===== src/rtl/core/gated_nearest_point_select_assert.svh =====
// ----------------------------------------------------------------------------
// Assertion macros for the gated nearest point select
// Shared property forms, clocked on clk_i and disabled while rst_ni is low.
// ----------------------------------------------------------------------------
`ifndef GATED_NEAREST_POINT_SELECT_ASSERT_SVH
`define GATED_NEAREST_POINT_SELECT_ASSERT_SVH

// The consequent must hold in the same cycle as the antecedent.
`define GNPS_ASSERT_IMPL(name, ante, cons, msg) \
  name: assert property (@(posedge clk_i) disable iff (!rst_ni) (ante) |-> (cons)) \
    else $error(msg);

// The consequent must hold in the cycle after the antecedent.
`define GNPS_ASSERT_NEXT(name, ante, cons, msg) \
  name: assert property (@(posedge clk_i) disable iff (!rst_ni) (ante) |=> (cons)) \
    else $error(msg);

`endif


===== src/rtl/core/gnps_pkg.sv =====
// ----------------------------------------------------------------------------
// Gated nearest point select package
// Widths, register indices and the types shared between the front end,
// the work queue and the selection back end.
// ----------------------------------------------------------------------------
package gnps_pkg;

  localparam int unsigned ACC_W       = 48;
  localparam int unsigned TOL_W       = 19;
  localparam int unsigned SCALE_W     = 16;
  localparam int unsigned INDEX_W     = 16;
  localparam int unsigned SQ_IN_W     = 24;
  localparam int unsigned CFG_IDX_W   = 8;
  localparam int unsigned CFG_DATA_W  = 32;
  localparam int unsigned QUEUE_DEPTH = 8;
  localparam int unsigned QLVL_W      = $clog2(QUEUE_DEPTH + 1);

  localparam logic [ACC_W-1:0] ACC_MAX = {ACC_W{1'b1}};

  typedef enum logic [CFG_IDX_W-1:0] {
    REG_USE_TOLERANCE = 8'd0,
    REG_USE_SCALE     = 8'd1
  } cfg_reg_e;

  typedef struct packed {
    logic use_tolerance;
    logic use_scale;
  } cfg_t;

  typedef struct packed {
    logic [ACC_W-1:0] term;
    logic             excluded;
    logic             end_point;
    logic             end_set;
  } work_t;

endpackage


===== src/rtl/core/gnps_front.sv =====
// ----------------------------------------------------------------------------
// Gated nearest point select front end
// Three-stage pipeline that turns one coordinate into a gate flag and a
// saturated squared term, with credit-based flow control towards the queue.
// ----------------------------------------------------------------------------
module gnps_front import gnps_pkg::*; #(
  parameter int unsigned COORD_BITS = 20
) (
  input  logic                         clk_i,
  input  logic                         rst_ni,
  input  cfg_t                         cfg_i,
  input  logic                         push_i,
  input  logic signed [COORD_BITS-1:0] coord_i,
  input  logic signed [COORD_BITS-1:0] query_i,
  input  logic        [TOL_W-1:0]      tolerance_i,
  input  logic        [SCALE_W-1:0]    scale_i,
  input  logic                         last_dim_i,
  input  logic                         last_point_i,
  input  logic        [QLVL_W-1:0]     queue_level_i,
  output logic                         full_o,
  output logic                         work_valid_o,
  output work_t                        work_o
);

  localparam int unsigned MW     = COORD_BITS + 1;
  localparam int unsigned CMP_W  = (MW > TOL_W) ? MW : TOL_W;
  localparam int unsigned PROD_W = MW + SCALE_W;
  localparam int unsigned RND_W  = PROD_W + 1;
  localparam int unsigned SW     = RND_W - 8;
  localparam int unsigned SXW    = (SW > SQ_IN_W) ? SW : SQ_IN_W + 1;

  logic                accept;
  logic [MW-1:0]       diff;
  logic [MW-1:0]       mag;
  logic                over_tol;
  logic [QLVL_W:0]     level_sum;

  logic                v1_q, v2_q, v3_q;
  logic [MW-1:0]       m1_q;
  logic                excl1_q, excl2_q;
  logic [SCALE_W-1:0]  scl1_q;
  logic                usc1_q;
  logic                endp1_q, endp2_q;
  logic                ends1_q, ends2_q;

  logic [PROD_W-1:0]   prod;
  logic [RND_W-1:0]    rnd;
  logic [SW-1:0]       scaled;
  logic [SW-1:0]       root_sel;
  logic [SXW-1:0]      root_ext;
  logic                sat2_d, sat2_q;
  logic [SQ_IN_W-1:0]  root2_d, root2_q;

  logic [ACC_W-1:0]    square;
  work_t               work_d, work_q;

  assign level_sum = (QLVL_W + 1)'(queue_level_i) + (QLVL_W + 1)'(v1_q)
                   + (QLVL_W + 1)'(v2_q) + (QLVL_W + 1)'(v3_q);
  assign full_o    = level_sum >= (QLVL_W + 1)'(QUEUE_DEPTH);
  assign accept    = push_i && !full_o;

  assign diff     = {coord_i[COORD_BITS-1], coord_i} - {query_i[COORD_BITS-1], query_i};
  assign mag      = diff[MW-1] ? (~diff + MW'(1)) : diff;
  assign over_tol = CMP_W'(mag) > CMP_W'(tolerance_i);

  assign prod     = PROD_W'(m1_q) * PROD_W'(scl1_q);
  assign rnd      = RND_W'(prod) + RND_W'(128);
  assign scaled   = rnd[RND_W-1:8];
  assign root_sel = usc1_q ? scaled : SW'(m1_q);
  assign root_ext = SXW'(root_sel);
  assign sat2_d   = |root_ext[SXW-1:SQ_IN_W];
  assign root2_d  = root_ext[SQ_IN_W-1:0];

  assign square = ACC_W'(root2_q) * ACC_W'(root2_q);

  always_comb begin
    work_d.term      = sat2_q ? ACC_MAX : square;
    work_d.excluded  = excl2_q;
    work_d.end_point = endp2_q;
    work_d.end_set   = ends2_q;
  end

  always_ff @(posedge clk_i or negedge rst_ni) begin
    if (!rst_ni) begin
      v1_q <= 1'b0;
      v2_q <= 1'b0;
      v3_q <= 1'b0;
    end else begin
      v1_q <= accept;
      v2_q <= v1_q;
      v3_q <= v2_q;
    end
  end

  always_ff @(posedge clk_i) begin
    m1_q    <= mag;
    excl1_q <= cfg_i.use_tolerance && over_tol;
    scl1_q  <= scale_i;
    usc1_q  <= cfg_i.use_scale;
    endp1_q <= last_dim_i || last_point_i;
    ends1_q <= last_point_i;
    sat2_q  <= sat2_d;
    root2_q <= root2_d;
    excl2_q <= excl1_q;
    endp2_q <= endp1_q;
    ends2_q <= ends1_q;
    work_q  <= work_d;
  end

  assign work_valid_o = v3_q;
  assign work_o       = work_q;

endmodule


===== src/rtl/core/gnps_fifo.sv =====
// ----------------------------------------------------------------------------
// Gated nearest point select work queue
// Small first-in first-out buffer of squared terms between the front end
// and the selection back end.
// ----------------------------------------------------------------------------
module gnps_fifo import gnps_pkg::*; (
  input  logic              clk_i,
  input  logic              rst_ni,
  input  logic              push_i,
  input  work_t             wdata_i,
  input  logic              pop_i,
  output logic              valid_o,
  output work_t             rdata_o,
  output logic [QLVL_W-1:0] level_o
);

  localparam int unsigned PTR_W = $clog2(QUEUE_DEPTH);

  work_t             mem_q [QUEUE_DEPTH];
  logic [PTR_W-1:0]  wptr_q, wptr_d;
  logic [PTR_W-1:0]  rptr_q, rptr_d;
  logic [QLVL_W-1:0] level_q, level_d;
  logic              do_pop;

  assign do_pop = pop_i && (level_q != '0);

  always_comb begin
    wptr_d  = push_i ? wptr_q + PTR_W'(1) : wptr_q;
    rptr_d  = do_pop ? rptr_q + PTR_W'(1) : rptr_q;
    level_d = level_q + QLVL_W'(push_i) - QLVL_W'(do_pop);
  end

  always_ff @(posedge clk_i or negedge rst_ni) begin
    if (!rst_ni) begin
      wptr_q  <= '0;
      rptr_q  <= '0;
      level_q <= '0;
    end else begin
      wptr_q  <= wptr_d;
      rptr_q  <= rptr_d;
      level_q <= level_d;
    end
  end

  always_ff @(posedge clk_i) begin
    if (push_i) begin
      mem_q[wptr_q] <= wdata_i;
    end
  end

  assign valid_o = level_q != '0;
  assign rdata_o = mem_q[rptr_q];
  assign level_o = level_q;

endmodule


===== src/rtl/core/gnps_back.sv =====
// ----------------------------------------------------------------------------
// Gated nearest point select back end
// Accumulates the terms of each point, keeps the first smallest accepted
// distance and holds the result of each set in an output register.
// ----------------------------------------------------------------------------
`include "gated_nearest_point_select_assert.svh"

module gnps_back import gnps_pkg::*; #(
  parameter int unsigned MAX_POINTS = 65536
) (
  input  logic               clk_i,
  input  logic               rst_ni,
  input  logic               work_valid_i,
  input  work_t              work_i,
  output logic               take_o,
  input  logic               pop_i,
  output logic               empty_o,
  output logic [INDEX_W-1:0] best_index_o,
  output logic               found_o,
  output logic               index_overflow_o,
  output logic               last_o
);

  localparam int unsigned POINT_LIMIT = (MAX_POINTS < 65536) ? MAX_POINTS : 65536;
  localparam int unsigned CNT_W       = $clog2(POINT_LIMIT + 1);

  logic               take;
  logic [ACC_W:0]     acc_sum;
  logic [ACC_W-1:0]   acc_new;
  logic               excl_new;
  logic [INDEX_W:0]   cnt_wide;

  logic [CNT_W-1:0]   cnt_q, cnt_d;
  logic [ACC_W-1:0]   acc_q, acc_d;
  logic               excl_q, excl_d;
  logic [ACC_W-1:0]   best_sum_q, best_sum_d;
  logic [INDEX_W-1:0] best_pt_q, best_pt_d;
  logic               have_q, have_d;
  logic               ovf_q, ovf_d;

  logic               out_valid_q, out_valid_d;
  logic [INDEX_W-1:0] out_index_q, out_index_d;
  logic               out_found_q, out_found_d;
  logic               out_ovf_q, out_ovf_d;

  assign take     = work_valid_i && (!work_i.end_set || !out_valid_q || pop_i);
  assign acc_sum  = {1'b0, acc_q} + {1'b0, work_i.term};
  assign acc_new  = acc_sum[ACC_W] ? ACC_MAX : acc_sum[ACC_W-1:0];
  assign excl_new = excl_q || work_i.excluded;
  assign cnt_wide = (INDEX_W + 1)'(cnt_q);

  always_comb begin
    cnt_d       = cnt_q;
    acc_d       = acc_q;
    excl_d      = excl_q;
    best_sum_d  = best_sum_q;
    best_pt_d   = best_pt_q;
    have_d      = have_q;
    ovf_d       = ovf_q;
    out_valid_d = out_valid_q && !pop_i;
    out_index_d = out_index_q;
    out_found_d = out_found_q;
    out_ovf_d   = out_ovf_q;
    if (take) begin
      acc_d  = acc_new;
      excl_d = excl_new;
      if (work_i.end_point) begin
        acc_d  = '0;
        excl_d = 1'b0;
        if (cnt_q >= CNT_W'(POINT_LIMIT)) begin
          ovf_d = 1'b1;
        end else begin
          if (!excl_new && (!have_q || acc_new < best_sum_q)) begin
            best_sum_d = acc_new;
            best_pt_d  = cnt_wide[INDEX_W-1:0];
            have_d     = 1'b1;
          end
          cnt_d = cnt_q + CNT_W'(1);
        end
      end
      if (work_i.end_set) begin
        out_valid_d = 1'b1;
        out_index_d = have_d ? best_pt_d : '0;
        out_found_d = have_d;
        out_ovf_d   = ovf_d;
        cnt_d       = '0;
        best_sum_d  = '0;
        best_pt_d   = '0;
        have_d      = 1'b0;
        ovf_d       = 1'b0;
      end
    end
  end

  always_ff @(posedge clk_i or negedge rst_ni) begin
    if (!rst_ni) begin
      cnt_q       <= '0;
      acc_q       <= '0;
      excl_q      <= 1'b0;
      best_sum_q  <= '0;
      best_pt_q   <= '0;
      have_q      <= 1'b0;
      ovf_q       <= 1'b0;
      out_valid_q <= 1'b0;
    end else begin
      cnt_q       <= cnt_d;
      acc_q       <= acc_d;
      excl_q      <= excl_d;
      best_sum_q  <= best_sum_d;
      best_pt_q   <= best_pt_d;
      have_q      <= have_d;
      ovf_q       <= ovf_d;
      out_valid_q <= out_valid_d;
    end
  end

  always_ff @(posedge clk_i) begin
    out_index_q <= out_index_d;
    out_found_q <= out_found_d;
    out_ovf_q   <= out_ovf_d;
  end

  assign take_o           = take;
  assign empty_o          = !out_valid_q;
  assign best_index_o     = out_index_q;
  assign found_o          = out_found_q;
  assign index_overflow_o = out_ovf_q;
  assign last_o           = 1'b1;

  `GNPS_ASSERT_IMPL(a_cnt_bounded, 1'b1, cnt_q <= CNT_W'(POINT_LIMIT), "point count past limit")
  `GNPS_ASSERT_IMPL(a_no_best_zero, !have_q, best_pt_q == '0, "stale best point without a best")
  `GNPS_ASSERT_IMPL(a_not_found_zero, out_valid_q && !out_found_q, out_index_q == '0,
    "result index non-zero without a found point")
  `GNPS_ASSERT_NEXT(a_set_cleared, take && work_i.end_set,
    out_valid_q && !have_q && !ovf_q && cnt_q == '0 && acc_q == '0, "set state not cleared")

endmodule


===== src/rtl/core/gated_nearest_point_select.sv =====
// ----------------------------------------------------------------------------
// Gated nearest point select
// Streaming arg-min search over candidate points, one coordinate per word,
// with an optional tolerance box gate and per-dimension scaling.
// ----------------------------------------------------------------------------
// The block takes one coordinate word per clock cycle, sustained, as long as
// results are collected; that rate is set by the accumulate-and-compare loop
// in the back end, which retires one word per cycle. A word passes three
// front-end pipeline stages (difference and gate, scale multiply, square)
// and the work queue before the back end takes it. Full rises once the queue
// and the front-end stages together hold eight words. The result of a set
// waits in an output register while the next set streams in.
module gated_nearest_point_select import gnps_pkg::*; #(
  parameter int unsigned MAX_POINTS = 65536,
  parameter int unsigned COORD_BITS = 20
) (
  input  logic                         clk_i,
  input  logic                         rst_ni,
  input  logic                         cfg_valid_i,
  output logic                         cfg_ready_o,
  input  logic        [CFG_IDX_W-1:0]  cfg_index_i,
  input  logic        [CFG_DATA_W-1:0] cfg_data_i,
  input  logic                         push,
  output logic                         full,
  input  logic signed [COORD_BITS-1:0] coord_i,
  input  logic signed [COORD_BITS-1:0] query_i,
  input  logic        [TOL_W-1:0]      tolerance_i,
  input  logic        [SCALE_W-1:0]    scale_i,
  input  logic                         last_dim_i,
  input  logic                         last_point_i,
  output logic                         empty,
  input  logic                         pop,
  output logic        [INDEX_W-1:0]    best_index_o,
  output logic                         found_o,
  output logic                         index_overflow_o,
  output logic                         last_o
);

  cfg_t              cfg_q, cfg_d;
  logic              work_valid;
  work_t             work;
  logic              queue_valid;
  work_t             queue_data;
  logic [QLVL_W-1:0] queue_level;
  logic              take;

  assign cfg_ready_o = 1'b1;

  always_comb begin
    cfg_d = cfg_q;
    if (cfg_valid_i) begin
      case (cfg_index_i)
        REG_USE_TOLERANCE: cfg_d.use_tolerance = cfg_data_i[0];
        REG_USE_SCALE:     cfg_d.use_scale     = cfg_data_i[0];
        default:           cfg_d = cfg_q;
      endcase
    end
  end

  always_ff @(posedge clk_i or negedge rst_ni) begin
    if (!rst_ni) begin
      cfg_q <= '0;
    end else begin
      cfg_q <= cfg_d;
    end
  end

  gnps_front #(
    .COORD_BITS (COORD_BITS)
  ) u_front (
    .clk_i         (clk_i),
    .rst_ni        (rst_ni),
    .cfg_i         (cfg_q),
    .push_i        (push),
    .coord_i       (coord_i),
    .query_i       (query_i),
    .tolerance_i   (tolerance_i),
    .scale_i       (scale_i),
    .last_dim_i    (last_dim_i),
    .last_point_i  (last_point_i),
    .queue_level_i (queue_level),
    .full_o        (full),
    .work_valid_o  (work_valid),
    .work_o        (work)
  );

  gnps_fifo u_fifo (
    .clk_i   (clk_i),
    .rst_ni  (rst_ni),
    .push_i  (work_valid),
    .wdata_i (work),
    .pop_i   (take),
    .valid_o (queue_valid),
    .rdata_o (queue_data),
    .level_o (queue_level)
  );

  gnps_back #(
    .MAX_POINTS (MAX_POINTS)
  ) u_back (
    .clk_i            (clk_i),
    .rst_ni           (rst_ni),
    .work_valid_i     (queue_valid),
    .work_i           (queue_data),
    .take_o           (take),
    .pop_i            (pop),
    .empty_o          (empty),
    .best_index_o     (best_index_o),
    .found_o          (found_o),
    .index_overflow_o (index_overflow_o),
    .last_o           (last_o)
  );

endmodule


===== config.mk =====
export PLATFORM = sky130hd
export DESIGN_NAME = gated_nearest_point_select
export DESIGN_NICKNAME = d
export VERILOG_FILES = /design/src/rtl/core/gnps_pkg.sv /design/src/rtl/core/gnps_front.sv /design/src/rtl/core/gnps_fifo.sv /design/src/rtl/core/gnps_back.sv /design/src/rtl/core/gated_nearest_point_select.sv
export VERILOG_INCLUDE_DIRS = /design/src /design/src/rtl/core
export SDC_FILE = /design/constraint.sdc
export NUM_CORES = 2
export LEC_CHECK = 0
export ABC_AREA = 0
export BUFFER_PORTS_ARGS = -buffer_cell sky130_fd_sc_hd__buf_2
export CORE_UTILIZATION = 50
export DETAILED_ROUTE_END_ITERATION = 6
export PLACE_DENSITY = 0.66
export RECOVER_POWER = 50
export SYNTH_ARGS = -nofsm -noshare
export SYNTH_HDL_FRONTEND = slang
export SYNTH_SLANG_ARGS = --single-unit

===== constraint.sdc =====
create_clock -name clk_i -period 24.1 [get_ports clk_i]
set_clock_uncertainty 0.1 [all_clocks]
set_input_delay 1.205 -clock clk_i [delete_from_list [all_inputs] [get_ports clk_i]]
set_output_delay 1.205 -clock clk_i [all_outputs]
set_load 0.02 [all_outputs]

==> reports/results.tsv <==
stage	metric	value	unit
status	status	finished, violations left	
status	failing checks	DRC, capacitance limit, slew limit	
placed_design	DP Area	59870	sq um
drt	Vias	36240	
yosys	post-synthesis mux area share	5.800	%
clocking	Setup Fix Bufs, Post-CTS	0	
global_route	largest net degree at the start of global routing	80	
clocking	clock buffer count from CTS	76	
drt	vias per cell	5.273	
clocking	clock-pin slew on the worst setup and hold paths	60	ps
floorplan	core box area	114500	sq um
yosys	area leader, netlist	fa_1	
yosys	Cells after Synth	5251	
sta	Slew @ Worst Pin	4560	ps
yosys	Synth Area in Compound Gates	6.831	%
yosys	library cells used by synthesis	75	
floorplan	die area	116900	sq um
sta	setup_tns	0	ps
min_path	Hold Path Class	reg2reg	
clocking	clock buffer depth	3	
sta	Setup-failing EPs final	0	
sta	Period minus WS final	10050	ps
drt	wire length on met1	54390	microns
drt	Detail Route Antenna Nets	0	
global_route	global-route wire length before repair	204400	microns
setup_path	worst-path fanout max	64	
drt	met3 WL	5179	microns
placed_design	post-DP HPWL	87770	microns
sta	fin crit share	41.71	%
sta	final hold violation count	0	
finish	area grow syn2layout	8.146	%
yosys	Seq/Total Area, Yosys	32.72	%
clocking	clock sink total	694	
drt	DRC viols	6	
sta	max-slew violation count	446	
drt	per-cell routed wire length	17.78	microns
global_route	vias in the first global route	39210	
floorplan	Initial Util	50.44	%
sta	max_slew headroom	-204.0	%
yosys	mapped cell area	57750	sq um
yosys	main combinational cell family by area after synthesis	adder cells	
placed_design	routability cong.	0.8715	
setup_path	worst path arrival time	10500	ps
setup_path	kind of start point of the critical path	flip-flop	
global_route	gr ovfl total	0	
yosys	Synth Warn #	0	
floorplan	die width	341.9	microns
finish	share of layout cells above drive strength 1	9.065	%
clocking	H-tree level count	3	
sta	fin worst setup slack	14050	ps
drt	max layer used	met4	
run	Max Cap Viol	8	
finish	n_diodes	0	
clocking	post_cts resized	0	
yosys	synthesized flop and latch total	694	
clocking	Worst-Skew Late Latency	660	ps
finish	fin cells	6873	
finish	layout net count	6561	
drt	routed wl met2	59540	microns
yosys	XOR/XNOR share of the synthesized area	2.442	%
drt	Total Wirelength	122200	microns
yosys	async set or reset register ratio after synthesis	21.33	%
yosys	most instantiated cells after synthesis	inv_1 (1,084), fa_1 (692), nand2_1 (467), ha_1 (450), edfxtp_1 (426)	
sta	f_max	0.09949	GHz
drt	drt pass-1 iters	7	
yosys	adder-cell area share of the yosys netlist	33.74	%
clocking	CTS tree	done	
yosys	Post-synth EDFFs	426	
placed_design	Setup WS pre-CTS	13920	ps
yosys	Synth top area share	23.99	%
setup_path	kind of critical path	reg2reg	
yosys	count leader, synth	inv_1	
floorplan	I/O pin count	144	
finish	final instance area	62460	sq um
floorplan	height of the die	341.9	microns
drt	DRT iter0 DRCs	1890	
placed_design	dpl cells	6731	
setup_path	Crit. End Element	flip-flop	
placed_design	Buffers on Ports	110	
floorplan	Cell Rows	124	
yosys	Synth Area in Simple Gates	9.996	%
clocking	root buf cell	clkbuf_16	
yosys	ranking of synthesized cells by area	fa_1 (24%), edfxtp_1 (22%), ha_1 (9.7%)	
setup_path	Worst EP required	24550	ps
yosys	Post-synth top flop	edfxtp_1	
global_route	GRT Total Usage	21.97	%
clocking	CTS hold repair buffers	0	
yosys	Avg Synthesized Cell Area	11.00	sq um
sta	RSZ-0062 raised after global routing	false	
global_route	initial antenna violation count	0	
-- final cells by class --
cell class,count,area (sq um)
Fill cell,9857,52040
Multi-Input combinational cell,3278,34060
Sequential cell,694,18910
Inverter,1085,4073
Clock buffer,96,2082
Tap cell,1512,1892
Timing Repair Buffer,162,913.4
Clock inverter,46,535.5
-- state kept, by name (all words and copies together) (netlist names), 4 cells and up --
signal	flops
u_back.acc_q	48
u_back.best_index_o	16
u_back.best_pt_q	16
u_back.best_sum_q	48
u_back.cnt_q	17
u_fifo.level_o	4
u_fifo.mem_q	408
u_front.m1_q	21
u_front.root2_q	24
u_front.scl1_q	16
u_front.work_o	51
-- path summary, 6_finish.rpt --
kind | start | to | slack (ps) | cells past startpoint
min reg2reg | u_front.endp1_q$_DFF_P_ | u_front.endp2_q$_DFF_P_ | 220 | 0
max | u_fifo.rptr_q[0]$_DFFE_PN0P_ | u_back.best_sum_q[34]$_DFFE_PN0P_ | 14050 | 27
min in group asynchronous | rst_ni | u_back.best_pt_q[5]$_DFFE_PN0P_ | 2110 | 1
max reg2reg | u_fifo.rptr_q[0]$_DFFE_PN0P_ | u_back.best_sum_q[34]$_DFFE_PN0P_ | 14050 | 27
max in group asynchronous | rst_ni | u_fifo.rptr_q[0]$_DFFE_PN0P_ | 18610 | 1
min | u_front.endp1_q$_DFF_P_ | u_front.endp2_q$_DFF_P_ | 220 | 0
-- logic make-up after synthesis --
| kind of cell | count (synthesis) |
|---|---|
| buffers and inverters | 1280 |
| and+or+nand+nor | 1179 |
| adders and majority gates | 1142 |
| DFF | 694 |
| AOI/OAI and AO/OA | 596 |
| muxes | 198 |
| xor gates and xnor gates | 161 |
| other | 1 |
-- critical path, cell delays in order, from the launching register on --
cell      delay (ps)
dfrtp_4          600
buf_4            730
buf_4            860
mux4_2           600
mux2_2           290
ha_1             240
fa_1             450
a211oi_1         340
o211ai_1         170
nand3_1          190
o21a_1           290
o21ai_1          190
a21oi_1          270
o21ai_1          240
a31oi_1          580
buf_4            270
a41oi_1          200
ha_1             350
nand4_1          160
nor4_1           520
nand2_1          200
nor3_1           310
and2_1           170
a22oi_1           70
o21ai_2           70
buf_4            350
a31o_4           750
a22o_1           220
-- placed cells by master, fill, tap and decap left out, types with 22 or more instances in the layout --
cell       netlist  final
ha_1           450    450
mux2_2          73     73
buf_2            5    109
a22o_1          70     70
dfrtp_1        148    145
nand4_1         28     28
xor2_1          61     61
mux4_2         102    102
clkbuf_16        0     80
edfxtp_1       426    426
nor3_1          26     24
nor2b_1         32     32
o21ai_0        123    122
nor2_1         165    158
xnor2_1        100    100
nand2_1        467    467
mux2i_1         23     23
a21o_1         101    101
nand2b_1        50     50
fa_1           692    692
and2_1         291    291
inv_1         1084   1084
nand3_1         36     36
clkbuf_1       167     22
dfxtp_1        120    120
a21oi_1        146    146
buf_4            5     45
-- per-stage QoR --
stage | utilization, % | hold slack, ps
floorplan | - | 209.6
global placement | 52.29 | 210.4
detailed placement | 52.29 | 212.1
CTS | 54.58 | 221.9
global route | 54.55 | 232.4
finish | 54.55 | 223.0
-- layer usage --
layer	up-vias	GRT usage, %
met2	706	37.93
met4	0	5.755
met3	201	2.835
met1	18290	29.23
li1	17050	-
met5	-	0
Power is left out: the tool's default activity adds up to more than one toggle a clock period on the data nets, which glitch-free logic cannot reach.
